--- src/lzss_decompressor_top_macros.svh ---
// Assertion macros used by the LZSS decompressor copy engine
`ifndef LZSS_DECOMPRESSOR_TOP_MACROS_SVH
`define LZSS_DECOMPRESSOR_TOP_MACROS_SVH

// Same-cycle implication, clocked on clk, off during reset
`define LZSS_ASSERT(label, ante, cons, msg) \
    label: assert property (@(posedge clk) disable iff (!rst_n) (ante) |-> (cons)) \
        else $error(msg);

// Next-cycle implication, clocked on clk, off during reset
`define LZSS_ASSERT_NEXT(label, ante, cons, msg) \
    label: assert property (@(posedge clk) disable iff (!rst_n) (ante) |=> (cons)) \
        else $error(msg);

`endif

--- src/lzss_pkg.sv ---
// Types and constants of the LZSS decompressor
`timescale 1ns / 1ps
package lzss_pkg;

    localparam int BYTE_W          = 8;
    localparam int POS_W           = 12;
    localparam int LEN_FIELD_W     = 4;
    localparam int TOKENS_W        = 4;
    localparam int WINDOW_SIZE_DEF = 4096;
    localparam int MIN_MATCH_DEF   = 3;
    localparam int QUEUE_DEPTH_DEF = 2;

    localparam logic [POS_W-1:0]    START_POS_RESET = 12'd4078;
    localparam logic [TOKENS_W-1:0] FLAG_BITS       = 4'd8;

    typedef struct packed {
        logic [BYTE_W-1:0] in_byte;
        logic              first_of_stream;
    } in_t;

    typedef struct packed {
        logic [BYTE_W-1:0] out_byte;
        logic              last_of_run;
    } out_t;

    typedef enum logic [1:0] {
        OP_NONE,
        OP_LITERAL,
        OP_MATCH
    } op_t;

    // One request from the parser to the copy engine
    typedef struct packed {
        logic                   clear;
        logic [POS_W-1:0]       start;
        op_t                    op;
        logic [BYTE_W-1:0]      data;
        logic [POS_W-1:0]       pos;
        logic [LEN_FIELD_W-1:0] len4;
    } cmd_t;

    typedef enum logic [1:0] {
        BK_IDLE,
        BK_LIT,
        BK_MREAD,
        BK_MCOPY
    } back_state_t;

endpackage

--- src/lzss_front.sv ---
// Token parser: flag bytes, literals and two-byte match references
`timescale 1ns / 1ps
module lzss_front
    import lzss_pkg::*;
(
    input  logic             clk,
    input  logic             rst_n,
    input  logic             in_valid,
    input  logic             in_stall,
    input  in_t              in_data,
    input  logic [POS_W-1:0] start_position,
    output logic             push,
    output cmd_t             push_data
);

    logic [BYTE_W-1:0]   flags_reg, flags_next;
    logic [TOKENS_W-1:0] left_reg, left_next;
    logic                await_reg, await_next;
    logic [BYTE_W-1:0]   fmb_reg, fmb_next;

    logic                accept;
    logic [BYTE_W-1:0]   flags_cur;
    logic [TOKENS_W-1:0] left_cur;
    logic                await_cur;
    logic [BYTE_W-1:0]   b;

    assign accept = in_valid && !in_stall;
    assign b      = in_data.in_byte;

    always_comb
    begin
        // a stream mark resets token state before the byte is parsed
        flags_cur = in_data.first_of_stream ? '0 : flags_reg;
        left_cur  = in_data.first_of_stream ? '0 : left_reg;
        await_cur = in_data.first_of_stream ? 1'b0 : await_reg;

        flags_next = flags_cur;
        left_next  = left_cur;
        await_next = await_cur;
        fmb_next   = fmb_reg;

        push_data       = '0;
        push_data.clear = in_data.first_of_stream;
        push_data.start = start_position;
        push_data.op    = OP_NONE;
        push_data.data  = b;

        if (await_cur)
        begin
            push_data.op   = OP_MATCH;
            push_data.pos  = {b[7:4], fmb_reg};
            push_data.len4 = b[3:0];
            left_next      = left_cur - 1'b1;
            await_next     = 1'b0;
        end
        else if (left_cur == '0)
        begin
            flags_next = b;
            left_next  = FLAG_BITS;
        end
        else
        begin
            flags_next = flags_cur >> 1;
            if (flags_cur[0])
            begin
                push_data.op = OP_LITERAL;
                left_next    = left_cur - 1'b1;
            end
            else
            begin
                fmb_next   = b;
                await_next = 1'b1;
            end
        end

        push = accept && (in_data.first_of_stream || (push_data.op != OP_NONE));
    end

    always_ff @(posedge clk or negedge rst_n)
    begin
        if (!rst_n)
        begin
            flags_reg <= '0;
            left_reg  <= '0;
            await_reg <= 1'b0;
        end
        else if (accept)
        begin
            flags_reg <= flags_next;
            left_reg  <= left_next;
            await_reg <= await_next;
        end
    end

    always_ff @(posedge clk)
    begin
        if (accept)
        begin
            fmb_reg <= fmb_next;
        end
    end

endmodule

--- config.mk ---
export PLATFORM = sky130hd
export DESIGN_NAME = lzss_front
export DESIGN_NICKNAME = d
export VERILOG_FILES = /design/src/lzss_decompressor_top_macros.svh /design/src/lzss_pkg.sv /design/src/lzss_front.sv
export SDC_FILE = /design/constraint.sdc
export NUM_CORES = 1
export LEC_CHECK = 0
export ABC_AREA = 1
export BUFFER_PORTS_ARGS = -buffer_cell sky130_fd_sc_hd__buf_4
export CAP_MARGIN = 20
export CORE_UTILIZATION = 50
export DETAILED_ROUTE_END_ITERATION = 6
export PLACE_DENSITY_LB_ADDON = 0.3
export SETUP_SLACK_MARGIN = 0.2
export SYNTH_ARGS = -nofsm -noshare
export SYNTH_HDL_FRONTEND = slang
export SYNTH_SLANG_ARGS = --single-unit
--- constraint.sdc ---
create_clock -name clk -period 4.66 [get_ports clk]
set_input_delay 0.233 -clock clk [delete_from_list [all_inputs] [get_ports clk]]
set_output_delay 0.233 -clock clk [all_outputs]
set_load 0.05 [all_outputs]
======== After elaboration in Yosys (flattened, before gate mapping) ========
Index checks and enable logic that the tools add are counted.
word-level totals
  flip-flop bits (word level) ............. 21
cells by class
  mux-type cells .......................... 15
  bitwise logic cells ..................... 3
  add/sub/neg operators ................... 1
  reductions and logical operators ........ 7
operator list
  cell                   number
  $mux W8                3
  $mux W16               1
  $mux W4                4
  $mux W1                6
  $logic_not A4 Y1       1
  $reduce_and A4 Y1      1
  $sub A4 B1 Y4 const B  1
  $not A1 Y1             3
  $logic_and A1 B1 Y1    2
  $mux W2                1
  $reduce_bool A2 Y1     1
  $logic_not A1 Y1       1
  $logic_or A1 B1 Y1     1

======== Depth between registers and ports, before layout ========
Gate-level depths: netlist (run 1).
  depth after elaboration ................. 7
  depth in mapped cells ................... 8
  depth with buffers taken out ............ 8

======== Least setup slack after synthesis (run 1) ========
Ideal clock, no wire load.
  path kind ............................... register to output
  start ................................... register left_reg[0]
  end ..................................... output port push
  arrival ................................. 1602 ps
  path slack .............................. 2825 ps
  stages on the path, launching flop included .. 6
  cell sequence ........................... dfrtp_1 > o21ai_4 > nand2_2 > buf_6 > nand2_1 > a31oi_1
on the way
  word-level cells in the longest chain between the ends .. 7
ends and longest elaborated chain
  item                    RTL line          RTL
  from (decl)             lzss_front.sv:17  logic [TOKENS_W-1:0] left_reg, left_next;
  from (signal assigned)  lzss_front.sv:90  left_reg <= left_next;
  $mux W4                 lzss_front.sv:34  left_cur = in_data.first_of_stream ? '0 : left_reg;
  $logic_not A4 Y1        lzss_front.sv:56  else if (left_cur == '0)
  $mux W1                 lzss_front.sv:56
  $mux W2                 lzss_front.sv:48  if (await_cur)
  $reduce_bool A2 Y1      lzss_front.sv:76  push = accept && (in_data.first_of_stream || (push_data.op != OP_NONE));
  $logic_or A1 B1 Y1      lzss_front.sv:76
  $logic_and A1 B1 Y1     lzss_front.sv:76
  to (decl)               lzss_front.sv:12  output logic push,
No other way between the ends.

======== Worst setup path after layout (run 1) ========
Ends and elaborated chain as after synthesis.

==> results of run 1 <==
-- worst register-to-register path: stages (launching register included) --
cell and delay, ns:
dfrtp_1 0.38, inv_1 0.08, nor2_2 0.09, inv_2 0.33
nand2_1 0.16, nor2_1 0.59
-- cell type report --
type | count | area, um^2
flip-flops and latches | 21 | 566
inverters | 35 | 131
well taps | 30 | 37.5
clock inverters | 1 | 5.00
multi-input cells | 120 | 532
repair buffers | 41 | 310
clock buffers | 3 | 22.5
fillers | 254 | 986
-- worst max-delay path by stage --
stage / cells past startpoint / to / startpoint
6_report: 5 / push / left_reg[0]
5_1_grt: 5 / fmb_reg[1] / await_reg
4_1_cts: 5 / fmb_reg[4] / await_reg
3_5_place_dp: 5 / fmb_reg[4] / in_data[0]
3_3_place_gp: 5 / fmb_reg[2] / in_data[0]
2_1_floorplan: 5 / push / left_reg[0]
-- per-stage QoR --
step                      util, %  worst slack [ns]  instance area [um^2]  power [mW]  std cells
final                        61.9              2.66                  1600       0.605        251
after global routing         61.9              2.52                  1600       0.648        251
after CTS                    61.9              2.65                  1600       0.608        251
after detailed placement     60.5              2.66                  1570       0.519        246
after global placement       60.5              2.73                  1570       0.516        246
after floorplan                 -              2.83                  1420       0.488        203
-- kinds of logic after synthesis --
group / count (synthesis) / share of synthesized area [%]
compound gates: 9 / 5.01
buf+inv: 62 / 22.9
flops: 21 / 39.8
simple gates: 111 / 32.4
-- repair_timing --
item / CTS / global route
endpoints found under the hold margin: 13 / 0
hold buffers: 1 / 0
buffers inserted: 0 / 0
-- cell usage after synthesis --
| cell type | number |
|---|---|
| nand3b_1 | 1 |
| inv_1 | 33 |
| buf_2 | 2 |
| dfrtp_1 | 13 |
| buf_6 | 1 |
| a21oi_1 | 3 |
| o21ai_4 | 2 |
| inv_2 | 2 |
| nand3_1 | 22 |
| nor2_2 | 3 |
| o22ai_1 | 2 |
| nand2_2 | 2 |
| a31oi_1 | 1 |
| o21ai_0 | 1 |
| edfxtp_1 | 8 |
| nor2_1 | 34 |
| nand2_1 | 49 |
| clkbuf_1 | 2 |
| buf_4 | 22 |
-- per-layer routing --
metal | vias up | routed length, um
met5 | - | 0
met2 | 53 | 1280
met4 | 0 | 66
met1 | 550 | 1300
li1 | 630 | -
met3 | 16 | 229
-- power by group --
group | internal (mW) | total (mW) | switching (mW)
Clock | 0.0321 | 0.0882 | 0.0561
Combinational | 0.0805 | 0.264 | 0.183
Sequential | 0.227 | 0.253 | 0.0255
==> impl_metrics.tcl, run 1 <==
set metrics [dict create \
    status "completed" \
    grt_pass1_vias 1085 \
    place_hpwl_um 2150 \
    crit_type "reg2out" \
    r2r-end "fmb_reg[4]" \
    clock_path_buffers 2 \
    hold_ws_ns 0.125 \
    avgViaCountPerCell 4.98 \
    hp-start "in_data[1]" \
    crit_path_start_kind "register" \
    worst-r2r-cell-count 5 \
    syn_nets 228 \
    synth_top_area_share_pct 22.9 \
    n_antenna_cell 0 \
    insertion_delay_ns 0.31 \
    hold_viol 0 \
    ys_ff_latch 21 \
    vias 1249 \
    ir_drop_uv 269 \
    fp.coreArea_um2 2590 \
    ios 65 \
    final_common_cell "nand2_1" \
    place.gp.congestion 0.851 \
    met3_usage_pct 5.62 \
    chipWidth_um 55.3 \
    cp.arrival_ns 1.77 \
    die_y_um 55.3 \
    met2_usage_pct 30.8 \
    fin_crit_sh_pct 42.9 \
    finalClockSkew_ns 0.00394 \
    wl_um 2870 \
    hold_end "fmb_reg[0]" \
    antenna_found_initial 0 \
    cpPeakStageDelay_ns 0.48 \
    slew_headroom_pct 52.6 \
    yosys.area.top_type "dfrtp_1" \
    reg2reg_from "await_reg" \
    area_delta_synth_final_pct 12.8 \
    post_cts_resized 0 \
    avgRoutedWirePerCell_um 11.4 \
    synth_area_leaders "dfrtp_1 (23%), edfxtp_1 (17%), nand2_1 (13%), buf_4 (12%), nor2_1 (9.0%)" \
    layout_common_cells "nand2_1 (49), buf_4 (40), nor2_1 (34)" \
    start_util_pct 54.9 \
    rsz0062_at_grt "false" \
    cts.htree.levels 1 \
    num_rows 18 \
    root_buffer "clkbuf_4" \
    syn_area_um2 1420 \
    busiest_layer "met2" \
    ys_types 19 \
    grt_max_degree 28 \
    clkSlewWorstSetupHoldPaths_ns 0.12 \
    hold_depth 1 \
    worst_pin_slew_ns 0.708 \
    drc_errors 0 \
    min_path_type "in2reg" \
    crit_slowest_cell "dfrtp_1" \
    power_density_nw_per_um2 377 \
    regToRegSetupSlack_ns 2.68 \
    drive_above_1_share_pct 24.0 \
    power_leakage_nw 0.902 \
    syn_inst 203 \
    grt.overflow.total 0 \
    grt_use_met1_pct 26.6 \
    worstSetupEndpointType "output port" \
    layout_min_cycle_time_ns 2.00 \
    critPathRequiredTime_ns 4.43 \
    setup-tns-final_ns 0 \
    path_cells "o21ai_4 > nand2_2 > nand2_1 > a31oi_1 > buf_4" \
    fin_nets 247 \
    grt_pass1_wl_um 4920 \
    syn_area_per_cell_um2 7.01 \
    numPortBuffers 40 \
    finalSetupViolCount 0 \
    cp_max_fo 11 \
    die_area_um2 3060 \
    drv_cap 0 \
    final_max_slew_viol_count 0 \
    clock-sinks 21 \
    drt_iter0_markers 48 \
    cts_buffers 3 \
    seq_area_frac_synth_pct 39.8 \
    yosysWarnings 0 \
    firstDrtPassIters 4 \
    drtAntennaViolNets 0 \
    fmax_mhz 500 \
    grt.total_usage_pct 20.2 \
    cp.buffers_inverters 1 \
    critPathTopFamily "flip-flops" \
    cts_tree "yes" \
]
No activity file was read; power rests on OpenSTA's default activity.
==> run 2: changes to the inputs <==
--- a/config.mk
+++ b/config.mk
@@ -8,7 +8,7 @@
 export ABC_AREA = 1
 export BUFFER_PORTS_ARGS = -buffer_cell sky130_fd_sc_hd__buf_4
 export CAP_MARGIN = 20
-export CORE_UTILIZATION = 50
+export CORE_UTILIZATION = 42
 export DETAILED_ROUTE_END_ITERATION = 6
 export PLACE_DENSITY_LB_ADDON = 0.3
 export SETUP_SLACK_MARGIN = 0.2
==> constraint.sdc (replaced) <==
create_clock -name clk -period 1.6 [get_ports clk]
set_input_delay 0.08 -clock clk [delete_from_list [all_inputs] [get_ports clk]]
set_output_delay 0.08 -clock clk [all_outputs]
set_load 0.05 [all_outputs]
==> impl_metrics.tcl, run 2 (same netlist as run 1, synthesis figures left out) <==
set metrics [dict create \
    status "completed" \
    hold_depth 4 \
    critPathTopFamily "flip-flops" \
    chipWidth_um 60.2 \
    crit_slowest_cell "dfrtp_2" \
    fin_crit_sh_pct 94.4 \
    area_delta_synth_final_pct 43.0 \
    place_hpwl_um 2270 \
    finalClockSkew_ns 0.00926 \
    drt_iter0_markers 91 \
    place.gp.congestion 0.810 \
    grt.total_usage_pct 20.1 \
    drc_errors 0 \
    cp.buffers_inverters 2 \
    die_area_um2 3620 \
    path_cells "o21ai_4 > nand2_2 > buf_6 > nand2_4 > a31oi_4 > buf_6" \
    numPortBuffers 40 \
    setup_slack_ns 0.0891 \
    critPathRequiredTime_ns 1.52 \
    finalPower_mw 2.08 \
    finalSetupViolCount 0 \
    cp.arrival_ns 1.43 \
    clock_path_buffers 2 \
    layout_common_cells "nand2_1 (47), buf_4 (33), inv_1 (32)" \
    clock-sinks 21 \
    clkSlewWorstSetupHoldPaths_ns 0.13 \
    ir_drop_uv 536 \
    cpPeakStageDelay_ns 0.44 \
    vias 1382 \
    layout_min_cycle_time_ns 1.51 \
    slew_headroom_pct 79.1 \
    grt.overflow.total 0 \
    final_common_cell "nand2_1" \
    fp.coreArea_um2 3130 \
    firstDrtPassIters 5 \
    drive_above_1_share_pct 38.1 \
    drtAntennaViolNets 0 \
    die_y_um 60.2 \
    antenna_found_initial 0 \
    rsz0062_at_grt "true" \
    start_util_pct 45.5 \
    n_antenna_cell 0 \
    insertion_delay_ns 0.32 \
    cts_buffers 3 \
    grt_pass1_wl_um 5340 \
    avgRoutedWirePerCell_um 13.3 \
    num_rows 20 \
    cts.htree.levels 1 \
    ios 65 \
    cp_max_fo 2 \
    drv_cap 0 \
    final_max_slew_viol_count 0 \
    cts_tree "yes" \
    worst_pin_slew_ns 0.313 \
    worstSetupEndpointType "output port" \
    power_leakage_nw 1.05 \
    power_density_nw_per_um2 1020 \
    fin_nets 270 \
    avgViaCountPerCell 4.80 \
    place_ws_ns 0.212 \
    cp.depth 6 \
    fin_cells 288 \
    worst-r2r-cell-count 8 \
    crit_path_start_kind "register" \
    wl_um 3840 \
    hold_viol 0 \
    grt_max_degree 27 \
    min_path_type "in2reg" \
    fillerInstances 248 \
    root_buffer "clkbuf_4" \
    fmax_mhz 662 \
    crit_top_cell "buf_6" \
    grt_pass1_vias 1143 \
    dp.cells 266 \
    crit_type "reg2out" \
]
## run 2: worst register-to-register path, cell delays in order (launching register included)
cell	delay, ns
dfrtp_2	0.44
buf_4	0.14
buf_4	0.14
nand2_1	0.07
nand2_2	0.07
nor2_1	0.09
nand2_1	0.08
a21oi_2	0.17
nor2_1	0.06
## run 2: what timing repair did
action                                  CTS  global route
hold buffers                              9             0
gates resized for setup                  39             7
buffers inserted                          5             2
pin swaps                                 3             5
endpoints found under the hold margin    21             0
endpoints found under the setup margin   26            29
cloned                                    0             2
## run 2: cell type report
type                       count  area [um^2]  area share [%]
clock buffer                   3         22.5            1.11
clock inverter                 1         5.00           0.246
tap                           44         55.1            2.71
sequential                    21          568            27.9
timing repair buffer          64          629            30.9
multi-input combinational    120          623            30.6
inverter                      35          131            6.46
## run 2: path summary, 6_finish.rpt
kind	end	from	slack, ns
max	push	left_reg[1]	0.09
min	flags_reg[5]	in_stall	0.05
max reg2reg	left_reg[3]	left_reg[1]	0.25
min reg2reg	flags_reg[1]	flags_reg[1]	0.50
max in group asynchronous	left_reg[1]	rst_n	1.28
min in group asynchronous	flags_reg[1]	rst_n	0.13
## run 2: per-layer routing
metal  global-route usage (%)  vias to the layer above  wire [um]
li1                         -                      677          -
met5                        0                        -          0
met1                     26.3                      631       1600
met4                     8.31                        0         82
met3                     3.25                       11        247
met2                     32.8                       63       1900
## run 2: stage by stage
stage	area, um^2	hold slack, ns	setup TNS (ns)	util, %
CTS	1950	0.0738	0	62.2
floorplan	1450	-0.216	-0.250	-
global placement	1650	-0.0622	0	52.8
finish	2030	0.0532	0	65.0
global route	2030	0.0646	0	65.0
detailed placement	1650	-0.0609	0	52.8
## run 2: power by group
group          switching (mW)  internal, mW  total [mW]
combinational           0.659         0.424        1.08
sequential             0.0613         0.665       0.726
clock                   0.176        0.0935       0.269
