==> src/lzss_decompressor_top_macros.svh <==
// Assertion macros used by the LZSS decompressor copy engine
`ifndef LZSS_DECOMPRESSOR_TOP_MACROS_SVH
`define LZSS_DECOMPRESSOR_TOP_MACROS_SVH

// Same-cycle implication, clocked on clk, off during reset
`define LZSS_ASSERT(label, ante, cons, msg) \
    label: assert property (@(posedge clk) disable iff (!rst_n) (ante) |-> (cons)) \
        else $error(msg);

// Next-cycle implication, clocked on clk, off during reset
`define LZSS_ASSERT_NEXT(label, ante, cons, msg) \
    label: assert property (@(posedge clk) disable iff (!rst_n) (ante) |=> (cons)) \
        else $error(msg);

`endif

==> src/lzss_pkg.sv <==
// Types and constants of the LZSS decompressor
`timescale 1ns / 1ps
package lzss_pkg;

    localparam int BYTE_W          = 8;
    localparam int POS_W           = 12;
    localparam int LEN_FIELD_W     = 4;
    localparam int TOKENS_W        = 4;
    localparam int WINDOW_SIZE_DEF = 4096;
    localparam int MIN_MATCH_DEF   = 3;
    localparam int QUEUE_DEPTH_DEF = 2;

    localparam logic [POS_W-1:0]    START_POS_RESET = 12'd4078;
    localparam logic [TOKENS_W-1:0] FLAG_BITS       = 4'd8;

    typedef struct packed {
        logic [BYTE_W-1:0] in_byte;
        logic              first_of_stream;
    } in_t;

    typedef struct packed {
        logic [BYTE_W-1:0] out_byte;
        logic              last_of_run;
    } out_t;

    typedef enum logic [1:0] {
        OP_NONE,
        OP_LITERAL,
        OP_MATCH
    } op_t;

    // One request from the parser to the copy engine
    typedef struct packed {
        logic                   clear;
        logic [POS_W-1:0]       start;
        op_t                    op;
        logic [BYTE_W-1:0]      data;
        logic [POS_W-1:0]       pos;
        logic [LEN_FIELD_W-1:0] len4;
    } cmd_t;

    typedef enum logic [1:0] {
        BK_IDLE,
        BK_LIT,
        BK_MREAD,
        BK_MCOPY
    } back_state_t;

endpackage

==> src/lzss_fifo.sv <==
// Small request queue between the token parser and the copy engine
`timescale 1ns / 1ps
module lzss_fifo
    import lzss_pkg::*;
#(
    parameter int DEPTH = QUEUE_DEPTH_DEF  // at least 2
) (
    input  logic clk,
    input  logic rst_n,
    input  logic push,
    input  cmd_t push_data,
    input  logic pop,
    output cmd_t head,
    output logic empty,
    output logic full
);

    localparam int PW = $clog2(DEPTH);
    localparam int CW = $clog2(DEPTH + 1);

    cmd_t            slot_reg [DEPTH];
    logic [PW-1:0]   wr_ptr_reg, wr_ptr_next;
    logic [PW-1:0]   rd_ptr_reg, rd_ptr_next;
    logic [CW-1:0]   count_reg, count_next;

    function automatic logic [PW-1:0] bump(input logic [PW-1:0] p);
        return (p == PW'(DEPTH - 1)) ? '0 : p + 1'b1;
    endfunction

    always_comb
    begin
        wr_ptr_next = push ? bump(wr_ptr_reg) : wr_ptr_reg;
        rd_ptr_next = pop ? bump(rd_ptr_reg) : rd_ptr_reg;
        count_next  = count_reg + CW'(push) - CW'(pop);
    end

    always_ff @(posedge clk or negedge rst_n)
    begin
        if (!rst_n)
        begin
            wr_ptr_reg <= '0;
            rd_ptr_reg <= '0;
            count_reg  <= '0;
        end
        else
        begin
            wr_ptr_reg <= wr_ptr_next;
            rd_ptr_reg <= rd_ptr_next;
            count_reg  <= count_next;
        end
    end

    always_ff @(posedge clk)
    begin
        if (push)
        begin
            slot_reg[wr_ptr_reg] <= push_data;
        end
    end

    assign head  = slot_reg[rd_ptr_reg];
    assign empty = (count_reg == '0);
    assign full  = (count_reg == CW'(DEPTH));

endmodule

==> config.mk <==
export PLATFORM = sky130hd
export DESIGN_NAME = lzss_fifo
export DESIGN_NICKNAME = d
export VERILOG_FILES = /design/src/lzss_decompressor_top_macros.svh /design/src/lzss_pkg.sv /design/src/lzss_fifo.sv
export SDC_FILE = /design/constraint.sdc
export NUM_CORES = 1
export LEC_CHECK = 0
export BUFFER_PORTS_ARGS = -buffer_cell sky130_fd_sc_hd__buf_2
export CAP_MARGIN = 5
export CORE_MARGIN = 2
export CORE_UTILIZATION = 25
export CTS_CLUSTER_SIZE = 8
export DETAILED_ROUTE_END_ITERATION = 12
export PLACE_DENSITY_LB_ADDON = 0.1
export SETUP_SLACK_MARGIN = 0.3
export SYNTH_ARGS = -nofsm -noshare
export SYNTH_HDL_FRONTEND = slang
export SYNTH_SLANG_ARGS = --single-unit
==> constraint.sdc <==
create_clock -name clk -period 5.3 [get_ports clk]
set_clock_uncertainty 0.05 [all_clocks]
set_input_delay 0.265 -clock clk [delete_from_list [all_inputs] [get_ports clk]]
set_output_delay 0.265 -clock clk [all_outputs]
set_load 0.1 [all_outputs]
; ---- Word-level counts from Yosys, hierarchy flattened
; Memory sizes are Yosys's and may differ from the RTL's.
; Index checks and enable logic that the tools add are counted.
[word_totals]
memories = 1
ram_bits = 78
output_inout_bits = 41
reg_bits = 4
in_bits = 43
[memory_table]
columns = name, words, width, read_ports, rd_ports_with_merged_regs, wr, line_no
row1 = slot_reg, 2, 39, 1, 0, 1, lzss_fifo.sv:21  ; cmd_t slot_reg [DEPTH];
[classes]
reduce_logical = 1
n_addsub = 4
eq_ne = 1
n_mux = 4
[ops]
columns = operator, n
row1 = 2-to-1 mux 1 bit, 4
row2 = adder 1 bit (second input constant), 2
row3 = adder 2 x 1 -> 2 bit, 1
row4 = equality test 2 bit (second input constant), 1
row5 = zero test 2 bit, 1
row6 = subtractor 2 x 1 -> 2 bit, 1

; ---- Logic depth before layout (Yosys ltp)
; Gate-level depths: netlist (run 1).
[logic_depth]
depth_word = 2
ltp_mapped = 5

; ---- Least setup slack after synthesis (run 1)
; No wires, ideal clock.
[synth_path]
kind = flip-flop to flip-flop
startpoint = reg wr_ptr_reg
endpoint = mem slot_reg[0][0] in the netlist's numbering (enable)
setup_ns = 0.440
required_time_ns = 4.810
path_slack_ns = 2.661
t_arrival_ns = 2.149
n_path_buf = 0
stages_incl_launch_ff = 2
path_cell_list = dfrtp_1 -> nor2b_1
[synth_lines]
columns = item, line_no
row1 = "start, declared", lzss_fifo.sv:22  ; logic [PW-1:0] wr_ptr_reg, wr_ptr_next;
row2 = "start signal, assigned", lzss_fifo.sv:47  ; wr_ptr_reg <= wr_ptr_next;
row3 = "end, declared", lzss_fifo.sv:21
; Straight into the memory's write port.

==> impl_metrics.csv, run 1 <==
group,metric,value,unit
worst_setup_path,critPathMaxFanout,40,
synth,synth_nets,181,
timing,rsz0062_at_grt,"false",
synth,syn_avg_cell_area,22.2,um^2
finish,seq_area,0.00244,mm^2
finish,fill_cells,1172,
synth,synth_commonest_cells,"edfxtp_1 (78), mux2_2 (39), buf_6 (4), dfrtp_1 (4)",
routing,drc,0,
finish,syn_to_final_growth,28.5,%
worst_setup_path,worstSetupPathType,"reg2out",
worst_hold_path,min_path_type,"in2reg",
clocking,clkLatencyLatePin,340,ps
clocking,clk_pin_slew,60,ps
status,status,"finished, final reports clean",
floorplan,die_y,114,um
floorplan,die_w,114,um
timing,fin_crit_sh,45.9,%
timing,setup_slack,2870,ps
global_route,grt_first_pass_wirelength,8720,um
floorplan,initial_core_util,25.4,%
floorplan,num_rows,40,
global_route,grt_usage,9.45,%
timing,finalSetupViolCount,0,
finish,instances_no_fill,380,
worst_setup_path,max_stage_delay,1020,ps
routing,avgRoutedWirePerCell,15.1,um
worst_setup_path,startpoint,"rd_ptr_reg",
clocking,ctsHtreeMaxLevel,3,
timing,period_minus_slack,2430,ps
placed_design,hpwl,3480,um
worst_setup_path,r2r-start,"wr_ptr_reg",
synth,synth_flop_cell,"edfxtp_1",
clocking,clock-sinks,82,
clocking,tritoncts,"done",
worst_setup_path,cp.required,4990,ps
worst_setup_path,cp_slowest_cell,"dfrtp_2",
finish,largest_register_ffs,78,
synth,ys_types,11,
routing,initialDrtViolationCount,69,
synth,synth_area,0.00302,mm^2
synth,yosysTopAreaCellShare,77.5,%
timing,final_hold_viol_count,0,
routing,firstDrtPassIters,3,
routing,vias_per_cell,3.99,
timing,slew_headroom,29.3,%
global_route,grt_start_max_net_pins,41,
synth,synth_area_leader_cell,"edfxtp_1",
worst_setup_path,cp.buffers_inverters,1,
global_route,grt_overflow,0,
placed_design,dp_slack,3150,ps
synth,synth_edf_count,78,
synth,synth_most_common_cell,"edfxtp_1",
global_route,grt_pass1_vias,1651,
placed_design,dp.cells,363,
synth,postSynthCellCount,136,
routing,vias,1518,
worst_setup_path,cp-end-kind,"output port",
routing,drt-total-wl,5720,um
timing,fin_tns_setup,0,ps
floorplan,core,0.0119,mm^2
global_route,antenna_found_initial,0,
finish,diodes,0,
synth,ys_seq_area_share,80.8,%
worst_setup_path,cp-start-kind,"flop",
finish,drive_gt1_share,58.8,%
finish,final_nets,273,
clocking,cts_max_path_buffers,2,
floorplan,pin_count,84,
synth,synthArstFlopShare,4.88,%
worst_hold_path,hp-start,"push_data[29]",
finish,final_util,32.6,%
worst_setup_path,path_cells,"mux2_2 -> buf_2",
timing,tightestPinTransition,1060,ps
synth,yosysWarnings,0,
timing,timing.fmax,411,MHz
placed_design,io_buffers,83,
synth,ys_top_cells_by_area,"edfxtp_1 (77%), mux2_2 (15%), dfrtp_1 (3.3%), buf_6 (1.5%), ha_1 (0.83%)",
clocking,numCtsBuffers,9,
placed_design,place_congestion,0.634,
timing,final_max_slew_viol_count,0,
worst_setup_path,crit_arrival,2120,ps
synth,synth_seq_cells,82,
flow_run,max_cap_violations,0,
routing,final_antenna_net_count,0,
floorplan,die-area,0.0130,mm^2
finish,multi_input_area,537,um^2
worst_setup_path,crit_family,"flip-flops",
clocking,clock-root-buffer,"clkbuf_16",
final cells by class:
class	instances	share of cell area, %
Clock buffer	12	6.09
Clock inverter	4	1.10
Inverter	2	0.193
Multi-Input combinational cell	48	13.8
Sequential cell	82	62.9
Tap cell	147	4.74
Timing Repair Buffer	85	11.1
per-layer routing:
layer  GRT usage (%)  wire (um)
met1            10.5       2490
met2            14.6       2670
met3            5.05        442
met4            5.12        123
met5               0          0
final timing paths:
check	to	slack, ps	cells after the start
worst max-delay path	head[30]	2870	2
worst min-delay path	slot_reg[0][29]	60	1
worst max register to register	slot_reg[0][38]	3460	2
worst min register to register	wr_ptr_reg	490	1
max in group asynchronous	rd_ptr_reg	4860	2
min in group asynchronous	rd_ptr_reg	210	2
repair_timing:
| action | in CTS | in global routing |
|---|---|---|
| hold endpoints to repair | 4 | 0 |
| endpoints found under the setup margin | 0 | 0 |
| hold buffers | 1 | 0 |
| resized for setup | 0 | 0 |
| buffers inserted | 0 | 0 |
cells in the final DEF (no fill, tap or decap), drive strengths merged:
cell	instances
buf	84
dfrtp	4
and2	1
mux2	39
nor2	1
dlygate4sd3	1
ha	2
xor3	1
edfxtp	78
clkbuf	12
clkinv	3
inv	2
nor2b	2
xor2	2
bufinv	1
cell families (layout without fill, tap and decap cells):
group | count (synthesis) | in the layout | share of synthesized area [%]
muxes | 39 | 39 | 14.5
and+or+nand+nor | 4 | 4 | 0.745
DFF | 82 | 82 | 80.8
buffers and inverters | 6 | 103 | 1.74
xor gates and xnor gates | 3 | 3 | 1.37
adders and majority gates | 2 | 2 | 0.828
stage by stage:
step,cell area [um^2],hold WS (ps)
after floorplan,3020,-80.6
after CTS,3880,42.9
after detailed placement,3590,33.0
after global placement,3590,32.1
after global routing,3880,40.6
final,3880,57.5
Power of run 1 is not shown: default switching activity piles up to over one toggle a cycle in this logic, so the estimate is an artifact.
==> inputs of run 2 (changes only) <==
==> constraint.sdc (replaced) <==
create_clock -name clk -period 2.1 [get_ports clk]
set_clock_uncertainty 0.05 [all_clocks]
set_input_delay 0.105 -clock clk [delete_from_list [all_inputs] [get_ports clk]]
set_output_delay 0.105 -clock clk [all_outputs]
set_load 0.1 [all_outputs]
==> run 2 against run 1 <==
  * Clock-buffer cell count down 1
  * Critical endpoint is now head[23]
  * Final cell count up 13%
  * Sequential cell count unchanged
  * First-iteration DRC count is 29% lower
  * Highest routed layer unchanged
  * Utilization up 4.6 points
  * Via count is 9.9% higher
  * Wire length increased by 3.7%
  * Critical path depth grew 1
==> impl_metrics.csv, run 2 (synthesis gave the netlist of run 1 again) <==
group,metric,value,unit
timing,period_minus_slack,1750,ps
worst_setup_path,crit_arrival,1590,ps
global_route,grt_overflow,0,
routing,final_antenna_net_count,0,
floorplan,die-area,0.0130,mm^2
flow_run,max_cap_violations,0,
clocking,clock-sinks,82,
floorplan,pin_count,84,
finish,most-common-layout-cells,"edfxtp_1 (78), buf_2 (47), dlygate4sd3_1 (42)",
placed_design,place_congestion,0.612,
finish,syn_to_final_growth,46.6,%
routing,drc,0,
clocking,tritoncts,"done",
timing,finalSetupViolCount,0,
worst_setup_path,path_cells,"buf_4 -> mux2_2 -> buf_2",
worst_setup_path,cp.required,1950,ps
timing,fin_crit_sh,83.1,%
worst_hold_path,min_path_type,"in2async",
timing,final_hold_viol_count,0,
worst_setup_path,cp_slowest_cell,"dfrtp_2",
finish,drive_gt1_share,52.0,%
floorplan,initial_core_util,25.4,%
worst_setup_path,cp.buffers_inverters,2,
floorplan,die_y,114,um
routing,vias,1668,
worst_setup_path,cp-end-kind,"output port",
global_route,grt_usage,9.63,%
placed_design,io_buffers,83,
routing,avgRoutedWirePerCell,13.9,um
worst_setup_path,cp-start-kind,"flop",
finish,largest_register_ffs,78,
placed_design,dp_slack,498,ps
floorplan,core,0.0119,mm^2
timing,fin_tns_setup,0,ps
routing,drt-total-wl,5940,um
timing,setup_slack,355,ps
floorplan,die_w,114,um
status,status,"finished, final reports clean",
worst_setup_path,startpoint,"rd_ptr_reg",
worst_setup_path,critPathMaxFanout,4,
clocking,numCtsBuffers,9,
timing,timing.fmax,573,MHz
timing,final_max_slew_viol_count,0,
timing,rsz0062_at_grt,"false",
worst_setup_path,crit_family,"buffers and inverters",
clocking,clkLatencyLatePin,330,ps
finish,diodes,0,
worst_setup_path,max_stage_delay,450,ps
floorplan,num_rows,40,
routing,firstDrtPassIters,4,
finish,final_nets,321,
worst_setup_path,worstSetupPathType,"reg2out",
finish,layout_commonest_cell,"edfxtp_1",
routing,initialDrtViolationCount,49,
routing,vias_per_cell,3.90,
worst_setup_path,rrSetupSlack,820,ps
placed_design,hpwl,3670,um
worst_setup_path,r2r-start,"count_reg[0]",
global_route,grt_pass1_vias,1772,
clocking,cts_max_path_buffers,2,
clocking,clock-root-buffer,"clkbuf_16",
timing,slew_headroom,67.4,%
clocking,ctsHtreeMaxLevel,3,
clocking,clk_pin_slew,60,ps
global_route,grt_first_pass_wirelength,9070,um
global_route,antenna_found_initial,0,
timing,tightestPinTransition,492,ps
global_route,grt_start_max_net_pins,22,
run 2: changes by cell type in the layout (fill, tap and decap cells not counted), sizes merged:
cell         delta
dlygate4sd3    +41
buf             +6
clkinv          +2
bufinv          -1
run 2: repair_timing:
item	CTS	global route
endpoints found under the setup margin	35	1
endpoints found under the hold margin	84	0
hold buffers	42	0
gates resized for setup	36	1
buffers inserted	2	0
run 2: path summary, 6_finish.rpt:
kind | end | cells after the start
max | head[23] | 3
max in group asynchronous | rd_ptr_reg | 2
min in group clk | slot_reg[0][7] | 2
min | rd_ptr_reg | 2
max reg2reg | count_reg[1] | 5
min reg2reg | wr_ptr_reg | 1
run 2: per-layer routing:
layer	share of wire, %	GRT usage [%]	wire, um
met3	6.6	5.79	393
met4	1.0	3.17	61
met2	48	15.5	2840
met1	44	10.6	2640
met5	0	0	0
run 2: stage by stage:
step           std cells  hold slack, ps  instance area [um^2]  utilization [%]
5_1_grt              428            60.9                  4430             37.2
6_report             428            61.1                  4430             37.2
3_5_place_dp         368            -133                  3650             30.6
2_1_floorplan        136            -241                  3040                -
3_3_place_gp         368            -128                  3650             30.6
4_1_cts              428            34.6                  4430             37.2
run 2: final cells by class:
type,instances,area [um^2]
Clock buffer,11,233
Timing Repair Buffer,133,1000
Multi-Input combinational cell,48,542
Inverter,2,7.51
Tap cell,147,184
Clock inverter,5,21.3
Fill cell,1157,7480
Sequential cell,82,2440
Power of run 2 is left out for the same reason.
==> inputs of run 3 (changes only) <==
==> constraint.sdc (replaced) <==
create_clock -name clk -period 1.8 [get_ports clk]
set_clock_uncertainty 0.05 [all_clocks]
set_input_delay 0.09 -clock clk [delete_from_list [all_inputs] [get_ports clk]]
set_output_delay 0.09 -clock clk [all_outputs]
set_load 0.1 [all_outputs]
==> run 3 against run 2 <==
  * Utilization rose by 4.3 points
  * First-iteration DRC count grew 2.0%
  * Sequential cell count is the same
  * Global-route usage about the same
  * Critical path depth unchanged
  * Critical path type unchanged
  * Critical endpoint is now head[16]
==> impl_metrics.csv, run 3 (synthesis gave the netlist of run 1 again) <==
group,metric,value,unit
timing,final_hold_viol_count,0,
floorplan,initial_core_util,25.4,%
routing,vias,1686,
worst_setup_path,reg2regPathDepth,5,
worst_setup_path,cp.required,1660,ps
worst_setup_path,max_stage_delay,420,ps
finish,most-common-layout-cells,"edfxtp_1 (78), buf_2 (44), dlygate4sd3_1 (42)",
routing,firstDrtPassIters,4,
timing,fin_crit_sh,91.8,%
floorplan,die_w,114,um
global_route,grt_first_pass_wirelength,9090,um
finish,seq_area,0.00244,mm^2
placed_design,io_buffers,83,
global_route,grt_usage,9.64,%
flow_run,max_cap_violations,0,
timing,slew_headroom,67.3,%
finish,final_nets,319,
clocking,cts_max_path_buffers,2,
worst_setup_path,cp_slowest_cell,"dfrtp_2",
worst_setup_path,critPathMaxFanout,20,
timing,fin_tns_setup,0,ps
clocking,ctsHtreeMaxLevel,3,
worst_setup_path,crit_cells,3,
timing,period_minus_slack,1650,ps
clocking,numCtsBuffers,9,
finish,largest_register_ffs,78,
worst_setup_path,path_cells,"buf_12 -> mux2_2 -> buf_12",
finish,syn_to_final_growth,63.7,%
worst_setup_path,crit_arrival,1510,ps
status,status,"finished, final reports clean",
placed_design,dp.cells,367,
finish,fill_cells,1070,
worst_setup_path,cp_common_cell,"buf_12",
placed_design,place_congestion,0.651,
timing,finalSetupViolCount,0,
timing,rsz0062_at_grt,"true",
finish,final_area,0.00495,mm^2
routing,initialDrtViolationCount,50,
finish,drive_gt1_share,52.3,%
worst_setup_path,crit_family,"flip-flops",
clocking,clock-sinks,82,
placed_design,post_dp_cell_area,0.00423,mm^2
clocking,clk_pin_slew,60,ps
floorplan,pin_count,84,
clocking,cts_setup_buffers,0,
finish,diodes,0,
floorplan,num_rows,40,
clocking,tritoncts,"done",
finish,instances_no_fill,424,
global_route,antenna_found_initial,0,
routing,vias_per_cell,3.98,
worst_hold_path,min_path_type,"in2async",
worst_setup_path,cp-end-kind,"output port",
worst_setup_path,cp.buffers_inverters,2,
finish,layout_commonest_cell,"edfxtp_1",
placed_design,hpwl,3530,um
floorplan,core,0.0119,mm^2
timing,tightestPinTransition,494,ps
routing,drc,0,
timing,final_max_slew_viol_count,0,
routing,drt-total-wl,5940,um
global_route,grt_pass1_vias,1712,
worst_setup_path,cp-start-kind,"flop",
global_route,grt_start_max_net_pins,22,
clocking,clkLatencyLatePin,330,ps
global_route,grt_overflow,0,
routing,final_antenna_net_count,0,
finish,multi_input_area,542,um^2
worst_setup_path,worstSetupPathType,"reg2out",
routing,avgRoutedWirePerCell,14.0,um
floorplan,die-area,0.0130,mm^2
clocking,clock-root-buffer,"clkbuf_16",
floorplan,die_y,114,um
timing,timing.fmax,605,MHz
[run 3: timing repair]
item | CTS | global route
hold buffers | 42 | 0
setup endpoints to repair | 39 | 39
hold endpoints to repair | 85 | 0
gates resized for setup | 1 | 0
cloned | 1 | 0
[run 3: worst paths after layout]
path                                from               to  slack [ps]
setup / recovery              rd_ptr_reg         head[16]         150
hold / removal                     rst_n     count_reg[0]          50
setup reg to reg            count_reg[0]     count_reg[1]         520
hold reg to reg               wr_ptr_reg       wr_ptr_reg         490
max in group asynchronous          rst_n       rd_ptr_reg        1510
min in group clk           push_data[28]  slot_reg[0][28]         440
[run 3: layout make-up]
cell class	count	share of cell area (%)
sequential	82	49.4
timing repair buffer	131	30.3
multi-input combinational	48	10.9
clock buffer	9	4.55
tap	147	3.72
clock inverter	5	0.961
inverter	2	0.152
[run 3: per-layer routing]
layer | global-route usage [%] | share of wire, % | up-vias
met4 | 6.59 | 2.6 | 0
met5 | 0 | 0 | -
met2 | 15.6 | 50 | 49
met1 | 11.2 | 44 | 819
met3 | 2.60 | 4.1 | 11
li1 | - | - | 807
[run 3: through the flow]
stage | util (%) | hold WS [ps] | setup slack, ps
after floorplan | - | -256 | 325
after global placement | 35.5 | -144 | 447
after detailed placement | 35.5 | -143 | 448
after CTS | 41.5 | 49.7 | 112
after global routing | 41.5 | 51.2 | 88.9
final | 41.5 | 52.9 | 148
Power of run 3 is left out for the same reason.
